--- config.mk ---
export PLATFORM = sky130hd
export DESIGN_NAME = dfscc_ram
export DESIGN_NICKNAME = d
export VERILOG_FILES = /design/src/hdl/dfs_connected_component_count_defines.svh /design/src/hdl/dfscc_ram.sv
export SDC_FILE = /design/constraint.sdc
export NUM_CORES = 1
export LEC_CHECK = 0
export BUFFER_PORTS_ARGS = -buffer_cell sky130_fd_sc_hd__buf_2
export CORE_MARGIN = 8
export CORE_UTILIZATION = 45
export CTS_CLUSTER_DIAMETER = 30
export DETAILED_ROUTE_END_ITERATION = 7
export MAX_ROUTING_LAYER = met4
export PLACE_DENSITY = 0.61
export REMOVE_ABC_BUFFERS = 1
export SYNTH_ARGS = -nofsm -noshare
export SYNTH_HDL_FRONTEND = slang
export SYNTH_SLANG_ARGS = --single-unit
--- constraint.sdc ---
create_clock -name i_clk -period 5.45 [get_ports i_clk]
set_input_delay 0.545 -clock i_clk [delete_from_list [all_inputs] [get_ports i_clk]]
set_output_delay 0.545 -clock i_clk [all_outputs]
set_load 0.02 [all_outputs]
--- src/hdl/dfs_connected_component_count_defines.svh ---
// Assertion macros shared by the RTL of the component counter.
`ifndef DFS_CONNECTED_COMPONENT_COUNT_DEFINES_SVH
`define DFS_CONNECTED_COMPONENT_COUNT_DEFINES_SVH

`ifndef ASSERT_OFF

// Combinational invariant, checked at every rising clock edge out of reset.
`define DFSCC_ASSERT(lbl, clk, rst_n, expr) \
    lbl: assert property (@(posedge clk) disable iff (!rst_n) (expr)) \
        else $error("assertion failed");

// Same-cycle implication.
`define DFSCC_ASSERT_IMP(lbl, clk, rst_n, ante, cons) \
    lbl: assert property (@(posedge clk) disable iff (!rst_n) (ante) |-> (cons)) \
        else $error("assertion failed");

// Next-cycle implication.
`define DFSCC_ASSERT_NXT(lbl, clk, rst_n, ante, cons) \
    lbl: assert property (@(posedge clk) disable iff (!rst_n) (ante) |=> (cons)) \
        else $error("assertion failed");

`else

`define DFSCC_ASSERT(lbl, clk, rst_n, expr)
`define DFSCC_ASSERT_IMP(lbl, clk, rst_n, ante, cons)
`define DFSCC_ASSERT_NXT(lbl, clk, rst_n, ante, cons)

`endif

`endif

--- src/hdl/dfscc_ram.sv ---
// Generic simple dual-port RAM with registered read.
module dfscc_ram #(
    parameter int WIDTH = 8,
    parameter int DEPTH = 64
) (
    input  logic                       i_clk,
    input  logic                       i_we,
    input  logic [$clog2(DEPTH)-1:0]   i_waddr,
    input  logic [WIDTH-1:0]           i_wdata,
    input  logic [$clog2(DEPTH)-1:0]   i_raddr,
    output logic [WIDTH-1:0]           o_rdata
);

    logic [WIDTH-1:0] r_mem [DEPTH];
    logic [WIDTH-1:0] r_rdata;

    always_ff @(posedge i_clk) begin
        if (i_we) begin
            r_mem[i_waddr] <= i_wdata;
        end
        r_rdata <= r_mem[i_raddr];
    end

    assign o_rdata = r_rdata;

endmodule

---- Yosys cells after proc, flatten, opt, wreduce, memory -nomap -nowiden ----
Memory sizes are Yosys's and may differ from the RTL's. A register that Yosys moved wholly into a read port is not among the register bits.
Cells that the tools add are included.
operators by class
  add/subtract/negate cells ............... 0
  multipliers ............................. 0
  div/mod/pow operators ................... 0
  magnitude comparators ................... 0
  eq/ne operators ......................... 0
  shift operators ......................... 0
  mux-type cells .......................... 2
  bitwise gates (word level) .............. 0
  reduce and logical (&&, ||, !) cells .... 0
operators with widths
  kind     number
  $mux W1  2
word-level totals
  bits in registers ....................... 0
  bits in latches ......................... 0
  bits in writable memories ............... 512
  bits in read-only memories .............. 0
  bits of input ports ..................... 22
  output and inout port bits .............. 8
  word-level logic and storage cells ...... 3
  memories kept ........................... 1
memories
  name   words  width  rd ports  clocked after Yosys merged registers in  wr ports  line             RTL
  r_mem  64     8      1         1                                        1         dfscc_ram.sv:14  logic [WIDTH-1:0] r_mem [DEPTH];

---- Logic depth before layout (Yosys ltp) ----
  depth in word-level cells ............... 2
  depth in mapped cells ................... 9

---- Worst setup path before layout ----
Ideal clock, no wire load.
  kind .................................... in2reg
  start ................................... input port i_raddr[1]
  end ..................................... register r_rdata[3], in the netlist o_rdata[3] (read register of r_mem)
  arrival ................................. 2085 ps
  required time ........................... 5322 ps
  path slack .............................. 3237 ps
  stages .................................. 7
  cell sequence ........................... buf_4 -> buf_2 -> buf_2 -> mux4_2 -> mux4_2 -> o21ai_1 -> o41ai_1
RTL lines
  element          line             RTL
  start, declared  dfscc_ram.sv:10  input logic [$clog2(DEPTH)-1:0] i_raddr,
  end, declared    dfscc_ram.sv:15  logic [WIDTH-1:0] r_rdata;

==> qor.yml <==
grt_max_degree: 65
crit_type: "primary input to flip-flop"
drtPass1Iterations: 5
final_common_cell: "edfxtp_1"
slew_viol_final: 0
finalNetCount: 1060
worstHoldPathCells: 2
cp_max_fo: 54
place_congestion: 0.801
final_antenna_net_count: 0
tightest_slew_ps: 1300
min_period_over_period: 0.505
cellPowerDensity_nw_per_um2: 459
fillers: 3286
finalHoldViolCount: 0
outcome: "completed"
cts-resized-gates: 0
globalRoute.totalOverflow: 0
cts.clk_slew.worst_paths_ps: 50
boundaryPins: 30
cts.sinks: 520
finalNonFillerCells: 1716
hpwlAfterDp_mm: 26.8
fin_setup_tns_ps: 0
grt_pass1_wl_mm: 69.1
timing.fmax_ghz: 0.363
root_buffer: "clkbuf_16"
place_area_um2: 20900
vias: 9938
cts_tree: "done"
hp-class: "primary input to flip-flop"
cts_buffers: 104
area_delta_synth_final_pct: 21.2
ctsLongestPathBuffers: 3
synth_area_per_cell_um2: 21.5
ys_seq_area_frac: 0.770
start_util: 0.456
insertion_delay_ps: 610
p_leak_uw: 0.00788
dieHeight_um: 228
drive_above_1_share: 0.310
rsz0062_at_grt: "no"
final_cell_mix: "edfxtp_1 (512), mux4_2 (126), clkbuf_16 (110)"
critPathArrivalTime_ps: 3230
startpoint_type: "primary input"
die_w_um: 228
antenna_found_initial: 1
drt-total-wl_mm: 46.3
synth_warnings: 0
dieArea_um2: 51800
endpoint_kind: "flip-flop"
fin_crit_ps: 2750
setup_ws_ps: 2700
syn_area_um2: 20200
synthFlopType: "edfxtp_1"
postCtsHoldBufs: 0
cap_violations: 0
postLayoutCellArea_um2: 24500
rows: 77
r2r_cells: 5
grt_pass1_vias: 10300
syn-instance-count: 940
crit_required_ps: 5930
finalSetupViolCount: 0
track_usage: 0.189
dpl_worst_slack_ps: 2010
wl_per_cell_um: 27.0
finalClockSkew_ps: 23.4
synth_seq_cells: 520
drc: 0
synth-edff-count: 512
cts_setup_buffers: 0
via_per_inst: 5.79
async_reset_ff_frac: 0
max_slew_margin: 0.134
numPlacedInstances: 1524
ys_types: 40
cts_max_level: 3
antenna_cells: 0
finish.utilization: 0.553
core_area_um2: 44200
ir_worst_vdd_mv: 0.286
drt_iter0_drc: 905
portBuffers: 29
-- power breakdown --
| part | switching [uW] | leakage [uW] | internal, uW | total (uW) |
|---|---|---|---|---|
| sequential | 16.2 | 0.00467 | 4440 | 4460 |
| clock | 1990 | 0.00174 | 4380 | 6370 |
| combinational | 262 | 0.00147 | 146 | 408 |
| total | 2270 | 0.00788 | 8960 | 11200 |
-- per-layer routing --
metal | up-vias | GRT usage | routed length (um)
li1 | 4184 | - | -
met1 | 5259 | 0.254 | 19600
met2 | 410 | 0.292 | 22500
met3 | 85 | 0.0414 | 3090
met4 | 0 | 0.0542 | 988
met5 | - | - | 0
-- final cells by class --
type                       count  area [um2]  share of cell area
clock buffer                 126        2830               0.116
multi-input combinational    369        4320               0.176
clock inverter                66         764              0.0313
sequential                   520       15500               0.635
tap                          592         741              0.0303
timing repair buffer          43         264              0.0108
-- Yosys cell counts, types with 4 or more instances --
| library cell | instances | area, um2 |
|---|---|---|
| edfxtp_1 | 512 | 15400 |
| clkbuf_1 | 17 | 63.8 |
| nand3_1 | 13 | 65.1 |
| buf_4 | 13 | 97.6 |
| nand2b_1 | 7 | 43.8 |
| a221oi_1 | 6 | 52.6 |
| nor2b_1 | 14 | 87.6 |
| nor3_1 | 7 | 35.0 |
| dfxtp_1 | 8 | 160 |
| nor2_1 | 83 | 312 |
| o22ai_1 | 8 | 50.1 |
| a211oi_1 | 4 | 30.0 |
| buf_1 | 4 | 15.0 |
| buf_6 | 4 | 45.0 |
| mux2i_1 | 23 | 230 |
| buf_2 | 11 | 55.1 |
| o221ai_1 | 8 | 70.1 |
| nand2_1 | 19 | 71.3 |
| mux4_2 | 126 | 2840 |
| mux2_2 | 13 | 146 |
-- stage by stage --
| step | hold WS (ps) | total power (uW) |
|---|---|---|
| global placement | 850 | 4940 |
| detailed placement | 871 | 4940 |
| floorplan | 644 | 4700 |
| global route | 441 | 11500 |
| finish | 455 | 11200 |
| CTS | 424 | 11300 |
-- cells by family after synthesis --
group | Yosys count | share of synthesized area
buffers and inverters | 51 | 0.0157
DFF | 520 | 0.770
and+or+nand+nor | 153 | 0.0339
muxes | 162 | 0.159
AOI/OAI and AO/OA | 54 | 0.0207
-- worst max-delay path, stage by stage --
cell      delay, ps
clkbuf_8        550
buf_4           500
mux4_2          570
mux4_2          480
nor2_1          330
o32ai_1         150
-- state kept, by name (all words and copies together) (netlist names) --
| name | count |
|---|---|
| r_mem | 512 |
| o_rdata | 8 |
-- worst paths after layout --
kind                                             start                 end  slack (ps)
worst max-delay path                        i_raddr[0]  o_rdata[4]$_DFF_P_        2700
worst min-delay path                        i_raddr[5]  o_rdata[5]$_DFF_P_         450
worst max register to register   r_mem[6][1]$_DFFE_PP_  o_rdata[1]$_DFF_P_        3320
worst min register to register  r_mem[30][4]$_DFFE_PP_  o_rdata[4]$_DFF_P_         860
(Power assumes the default switching activity.)
