`src/hdl/dfs_connected_component_count_defines.svh`:
```
// Assertion macros shared by the RTL of the component counter.
`ifndef DFS_CONNECTED_COMPONENT_COUNT_DEFINES_SVH
`define DFS_CONNECTED_COMPONENT_COUNT_DEFINES_SVH

`ifndef ASSERT_OFF

// Combinational invariant, checked at every rising clock edge out of reset.
`define DFSCC_ASSERT(lbl, clk, rst_n, expr) \
    lbl: assert property (@(posedge clk) disable iff (!rst_n) (expr)) \
        else $error("assertion failed");

// Same-cycle implication.
`define DFSCC_ASSERT_IMP(lbl, clk, rst_n, ante, cons) \
    lbl: assert property (@(posedge clk) disable iff (!rst_n) (ante) |-> (cons)) \
        else $error("assertion failed");

// Next-cycle implication.
`define DFSCC_ASSERT_NXT(lbl, clk, rst_n, ante, cons) \
    lbl: assert property (@(posedge clk) disable iff (!rst_n) (ante) |=> (cons)) \
        else $error("assertion failed");

`else

`define DFSCC_ASSERT(lbl, clk, rst_n, expr)
`define DFSCC_ASSERT_IMP(lbl, clk, rst_n, ante, cons)
`define DFSCC_ASSERT_NXT(lbl, clk, rst_n, ante, cons)

`endif

`endif

```
`src/hdl/dfscc_pkg.sv`:
```
// Types and constants shared by the component counter modules.
package dfscc_pkg;

    localparam int ACTION_W = 2;
    localparam int VTX_W    = 6;
    localparam int CNT_W    = 7;

    localparam logic [ACTION_W-1:0] ACT_ADD   = 2'd0;
    localparam logic [ACTION_W-1:0] ACT_RUN   = 2'd1;
    localparam logic [ACTION_W-1:0] ACT_CLEAR = 2'd2;

    localparam logic [CNT_W-1:0] VCOUNT_RESET = 7'd64;

    // Cursor unit control: which cursor, and what to do with it.
    typedef struct packed {
        logic sel_nbr;
        logic clear;
        logic step;
    } t_cur_ctl;

endpackage

```
`src/hdl/dfscc_cursor.sv`:
```
// Shared scan cursor unit: start-vertex and neighbor cursors, one incrementer and limit compare.
module dfscc_cursor #(
    parameter int CW = 7
) (
    input  logic                 i_clk,
    input  logic                 i_rst_n,
    input  dfscc_pkg::t_cur_ctl  i_ctl,
    input  logic [CW-1:0]        i_limit,
    output logic [CW-1:0]        o_index,
    output logic                 o_at_end
);
    import dfscc_pkg::*;

    logic [CW-1:0] r_start_cur, n_start_cur;
    logic [CW-1:0] r_nbr_cur,   n_nbr_cur;
    logic [CW-1:0] sel_cur;
    logic [CW-1:0] sel_inc;

    assign sel_cur  = i_ctl.sel_nbr ? r_nbr_cur : r_start_cur;
    assign sel_inc  = sel_cur + 1'b1;
    assign o_index  = sel_cur;
    assign o_at_end = (sel_cur >= i_limit);

    always_comb begin
        n_start_cur = r_start_cur;
        n_nbr_cur   = r_nbr_cur;
        if (i_ctl.clear) begin
            if (i_ctl.sel_nbr) n_nbr_cur = '0;
            else               n_start_cur = '0;
        end else if (i_ctl.step) begin
            if (i_ctl.sel_nbr) n_nbr_cur = sel_inc;
            else               n_start_cur = sel_inc;
        end
    end

    always_ff @(posedge i_clk) begin
        if (!i_rst_n) begin
            r_start_cur <= '0;
            r_nbr_cur   <= '0;
        end else begin
            r_start_cur <= n_start_cur;
            r_nbr_cur   <= n_nbr_cur;
        end
    end

endmodule

```
`config.mk`:
```
export PLATFORM = sky130hd
export DESIGN_NAME = dfscc_cursor
export DESIGN_NICKNAME = d
export VERILOG_FILES = /design/src/hdl/dfs_connected_component_count_defines.svh /design/src/hdl/dfscc_pkg.sv /design/src/hdl/dfscc_cursor.sv
export SDC_FILE = /design/constraint.sdc
export NUM_CORES = 1
export LEC_CHECK = 0
export BUFFER_PORTS_ARGS = -buffer_cell sky130_fd_sc_hd__buf_2
export CORE_MARGIN = 4
export CORE_UTILIZATION = 24
export DETAILED_ROUTE_END_ITERATION = 7
export GPL_ROUTABILITY_DRIVEN = 1
export RECOVER_POWER = 100
export SETUP_SLACK_MARGIN = 0.15
export SLEW_MARGIN = 25
export SYNTH_ARGS = -nofsm -noshare
export SYNTH_HDL_FRONTEND = slang
export SYNTH_SLANG_ARGS = --single-unit
```
`constraint.sdc`:
```
create_clock -name i_clk -period 2.2 [get_ports i_clk]
set_input_delay 0.11 -clock i_clk [delete_from_list [all_inputs] [get_ports i_clk]]
set_output_delay 0.11 -clock i_clk [all_outputs]
set_load 0.02 [all_outputs]
```
==> Word-level counts from Yosys, hierarchy flattened <==
Cells that the tools add are included.
{ "word_totals": {"regBits": 14, "input_bits": 12, "output_inout_bits": 8, "elab_cells": 17} }
{ "op_classes": {"addsub": 1, "order_cmp": 1, "n_mux": 9, "bitwise_logic": 1, "n_reduce_logical": 3} }
{ "ops": {"columns": ["cell", "n"], "rows": [
  ["2-to-1 mux 7 bit", 9],
  ["adder 7 x 1 -> 7 bit, second input constant", 1],
  ["greater-or-equal comparator 7 bit", 1],
  ["AND reduction 2 bit", 2],
  ["nonzero test 2 bit", 1],
  ["NOT 1 bit", 1]
]} }

==> Depth between registers and ports, before layout <==
{ "logic_depth": {"ltp_word": 5, "depth_mapped": 9, "ltp_nobuf": 7} }

==> Worst setup path before layout <==
Ideal clock, no wire load.
{ "synth_path": {"path_type": "input -> output", "startpoint": "in i_ctl[2] (netlist name)", "endpoint": "out o_at_end", "arrival_ps": 1661, "t_required_ps": 2090, "setup_slack_ps": 429, "stages": 8, "n_path_buf": 2, "cell_sequence": "buf_6 > buf_12 > mux2_2 > ha_1 > a21o_1 > a31oi_1 > o21ai_0 > a21o_1"} }
{ "synth_via": {"elab_chain_cells": 2} }
{ "synth_rtl": {"columns": ["element", "line", "text"], "rows": [
  ["from (decl)", "dfscc_cursor.sv:7", "input dfscc_pkg::t_cur_ctl i_ctl,"],
  ["2-to-1 mux 7 bit", "dfscc_cursor.sv:19", "assign sel_cur = i_ctl.sel_nbr ? r_nbr_cur : r_start_cur;"],
  ["via o_index[2]", "dfscc_cursor.sv:9", "output logic [CW-1:0] o_index,"],
  ["greater-or-equal comparator 7 bit", "dfscc_cursor.sv:22", "assign o_at_end = (sel_cur >= i_limit);"],
  ["to (decl)", "dfscc_cursor.sv:10", "output logic o_at_end"]
]} }
The timed path passes the listed nets, and every way through them passes these cells.

==> Final worst setup path <==
{ "layout_path": {"startpoint": "in i_ctl[2] (netlist name)", "endpoint": "out o_at_end"} }
{ "layout_via": {"elab_chain_cells": 2} }
{ "layout_rtl": {"columns": ["element", "line"], "rows": [
  ["2-to-1 mux 7 bit", "dfscc_cursor.sv:19"],
  ["greater-or-equal comparator 7 bit", "dfscc_cursor.sv:22"]
]} }
Every way passes these cells.

==> out/metrics.cfg <==
[floorplanning]
die_area_sq_um = 5000
top_level_ports = 20
site_row_count = 22
die_y_um = 70.7
core_region_area_sq_um = 3740
die_width_um = 70.7
start_util_pct = 25.2

[yosys]
synthesis.nets = 120
synth-adder-area-share_pct = 10.6
syn_area_sq_um = 945
synth_seq_cells = 14
netlist_instances = 100
muxShareOfSynthArea_pct = 10.3
synth-simple-area-share_pct = 20.7
netlist-cell-type-count = 33
synth_seq_area_share_pct = 29.7
synth-compound-area-share_pct = 18.5
synth.yosys.warnings = 0
synthesis.area_per_instance_sq_um = 9.45
main_combinational_cell_family_by_area_after_synthesis = simple AND/OR/NAND/NOR gates
post_synth_xor_area_fraction_pct = 3.71

[global_route]
grtUsageTotal_pct = 9.69
vias_in_the_first_global_route = 848
grt_antenna_before_repair = 0
grt_start_max_net_pins = 12
grt_first_pass_wirelength_um = 3950
globalRouteOverflowTotal = 0

[run_status]
outcome = finished clean

[placed_design]
buffer_ports.inserted = 19
pre_cts_ws_ns = 0.336
gp_congestion = 0.832
detailed_place_hpwl_um = 1790

[worst_setup_path]
timing.critical_path.to_type = primary output
critPathMaxFanout = 11
timing.setup.critical_path_class = in2out
required_time_of_the_worst_setup_path_ns = 2.09
worstSetupStartpointType = primary input
critPathArrivalTime_ns = 1.85

[timing]
setup_slack_ns = 0.242
finalHoldViolCount = 0
finalMaxSlewViolations = 0
period_share_pct = 89.0
clock-skew-final_ns = 0.00532
setup_tns_ns = 0
timing.fmax_mhz = 511
tightestPinTransition_ns = 0.563
final-setup-viol-count = 0
grt_setup_unrepaired = no
max_slew_margin_pct = 62.4
period_minus_ws_final_ns = 1.96

[finish]
drive_above_1_share_pct = 29.8
n_antenna_cell = 0
post-route-util_pct = 31.2
fin_nets = 145
final_common_cell = buf_2
most_frequent_cells_in_the_layout = 15 x buf_2, 10 x dfxtp_1, 9 x nand2_1, 8 x inv_1, 6 x ha_1
area.growth.synth_to_final_pct = 23.7

[clocking]
tritoncts.num_buffers = 3
tritoncts = built
postCtsHoldBufs = 0
clock_sinks = 14
cts_root_buffer = clkbuf_8
clk_latency_ns = 0.25
cts-htree-levels = 1
clock_slew_at_the_register_clock_pins_of_the_worst_setup_and_hold_paths_ns = 0.06
clockBufferDepth = 2

[route]
drt_iter0_markers = 66
drc = 0
viasPerCell = 4.65
post_drt_wl_per_cell_um = 13.3
final_antenna_net_count = 0
routed_wl_um = 2290
via_count = 799
firstDrtPassIters = 3

[power]
p_per_area_nw_per_um2 = 484
peakVddDrop_v = 0.000159
total_leakage_power_nw = 0.531

[run]
max-cap-violations = 0

[min_path]
min-delay-path-class = in2reg

==> per-stage QoR <==
step | hold slack [ns] | std cells | total power [mW] | area (sq um)
6_report | 0.184 | 172 | 0.565 | 1170
5_1_grt | 0.204 | 172 | 0.591 | 1170
4_1_cts | 0.184 | 170 | 0.570 | 1130
3_5_place_dp | 0.440 | 166 | 0.322 | 1080
3_3_place_gp | 0.430 | 166 | 0.320 | 1080
2_1_floorplan | 0.264 | 100 | 0.304 | 945
==> layer usage <==
layer / vias up / GRT usage, % / wire (um) / part of all wire, %
met2: 14 / 16.8 / 1140 / 50
met3: 4 / 3.27 / 126 / 5.5
met1: 373 / 11.2 / 999 / 44
li1: 408 / - / - / -
met5: - / 0 / 0 / 0
met4: 0 / 3.13 / 26 / 1.1
==> state kept, by name (all words and copies together) (netlist names) <==
| register | flops |
|---|---|
| r_start_cur | 7 |
| r_nbr_cur | 7 |
==> what timing repair did <==
action	4_1_cts	5_1_grt
gates cloned	0	0
resized for setup	2	8
setup endpoints to repair	1	1
buffers inserted	0	2
==> worst paths after layout <==
check	startpoint	end	slack (ns)	cells after the start
max	i_ctl[2]	o_at_end	0.24	6
min	i_rst_n	r_start_cur[6]	0.18	2
max reg2reg	r_nbr_cur[0]	r_start_cur[6]	0.42	7
min reg2reg	r_start_cur[6]	r_start_cur[6]	0.48	1
==> critical path: stages <==
cell	delay, ns
buf_2	0.23
clkbuf_1	0.48
mux2_2	0.45
ha_1	0.28
a21o_1	0.15
clkbuf_2	0.15
==> area by class of cell <==
| type | count | area [sq um] |
|---|---|---|
| Clock buffer | 4 | 55.1 |
| Fill cell | 421 | 2570 |
| Inverter | 8 | 30.0 |
| Multi-Input combinational cell | 76 | 623 |
| Sequential cell | 14 | 290 |
| Tap cell | 48 | 60.1 |
| Timing Repair Buffer | 22 | 110 |
==> kinds of logic (layout without fill, tap and decap cells) <==
group                      Yosys count  count (layout)
AOI/OAI and AO/OA                   25              25
xor gates and xnor gates             4               4
adders and majority gates            8               8
buffers and inverters               10              34
DFF                                 14              14
muxes                                9               9
and+or+nand+nor                     30              30
==> cell usage after synthesis <==
library cell,n,share of area [%]
nand4_4,1,2.3
xnor2_1,3,2.8
a31oi_1,1,0.66
nor3b_4,1,2.0
a22oi_1,2,1.6
and2_1,2,1.3
nand3b_1,2,1.6
mux2i_1,3,3.2
nand2b_1,1,0.66
nand3_1,2,1.1
a22oi_2,2,2.6
a21o_1,3,2.4
dfxtp_1,14,30
o21ai_1,4,2.1
mux2_2,6,7.2
nand2_1,9,3.6
o21bai_1,1,0.79
inv_1,8,3.2
a21oi_1,4,2.1
xor2_1,1,0.93
a21boi_2,1,1.2
buf_6,1,1.2
nand4b_1,2,1.9
nand4_1,1,0.66
a211oi_1,1,0.79
ha_1,8,11
buf_12,1,2.1
nor2_1,5,2.0
and3b_2,2,2.1
a32o_1,2,2.1
o21ai_0,4,2.1
nand3_2,1,1.1
nor3_1,1,0.53
==> power by group <==
| part | switching [mW] | total, mW | leakage, nW | internal [mW] |
|---|---|---|---|---|
| clock network | 0.0919 | 0.250 | 0.0288 | 0.158 |
| logic | 0.0345 | 0.0597 | 0.386 | 0.0252 |
| registers | 0.00226 | 0.255 | 0.116 | 0.253 |
No activity file was read; power rests on OpenSTA's default activity.
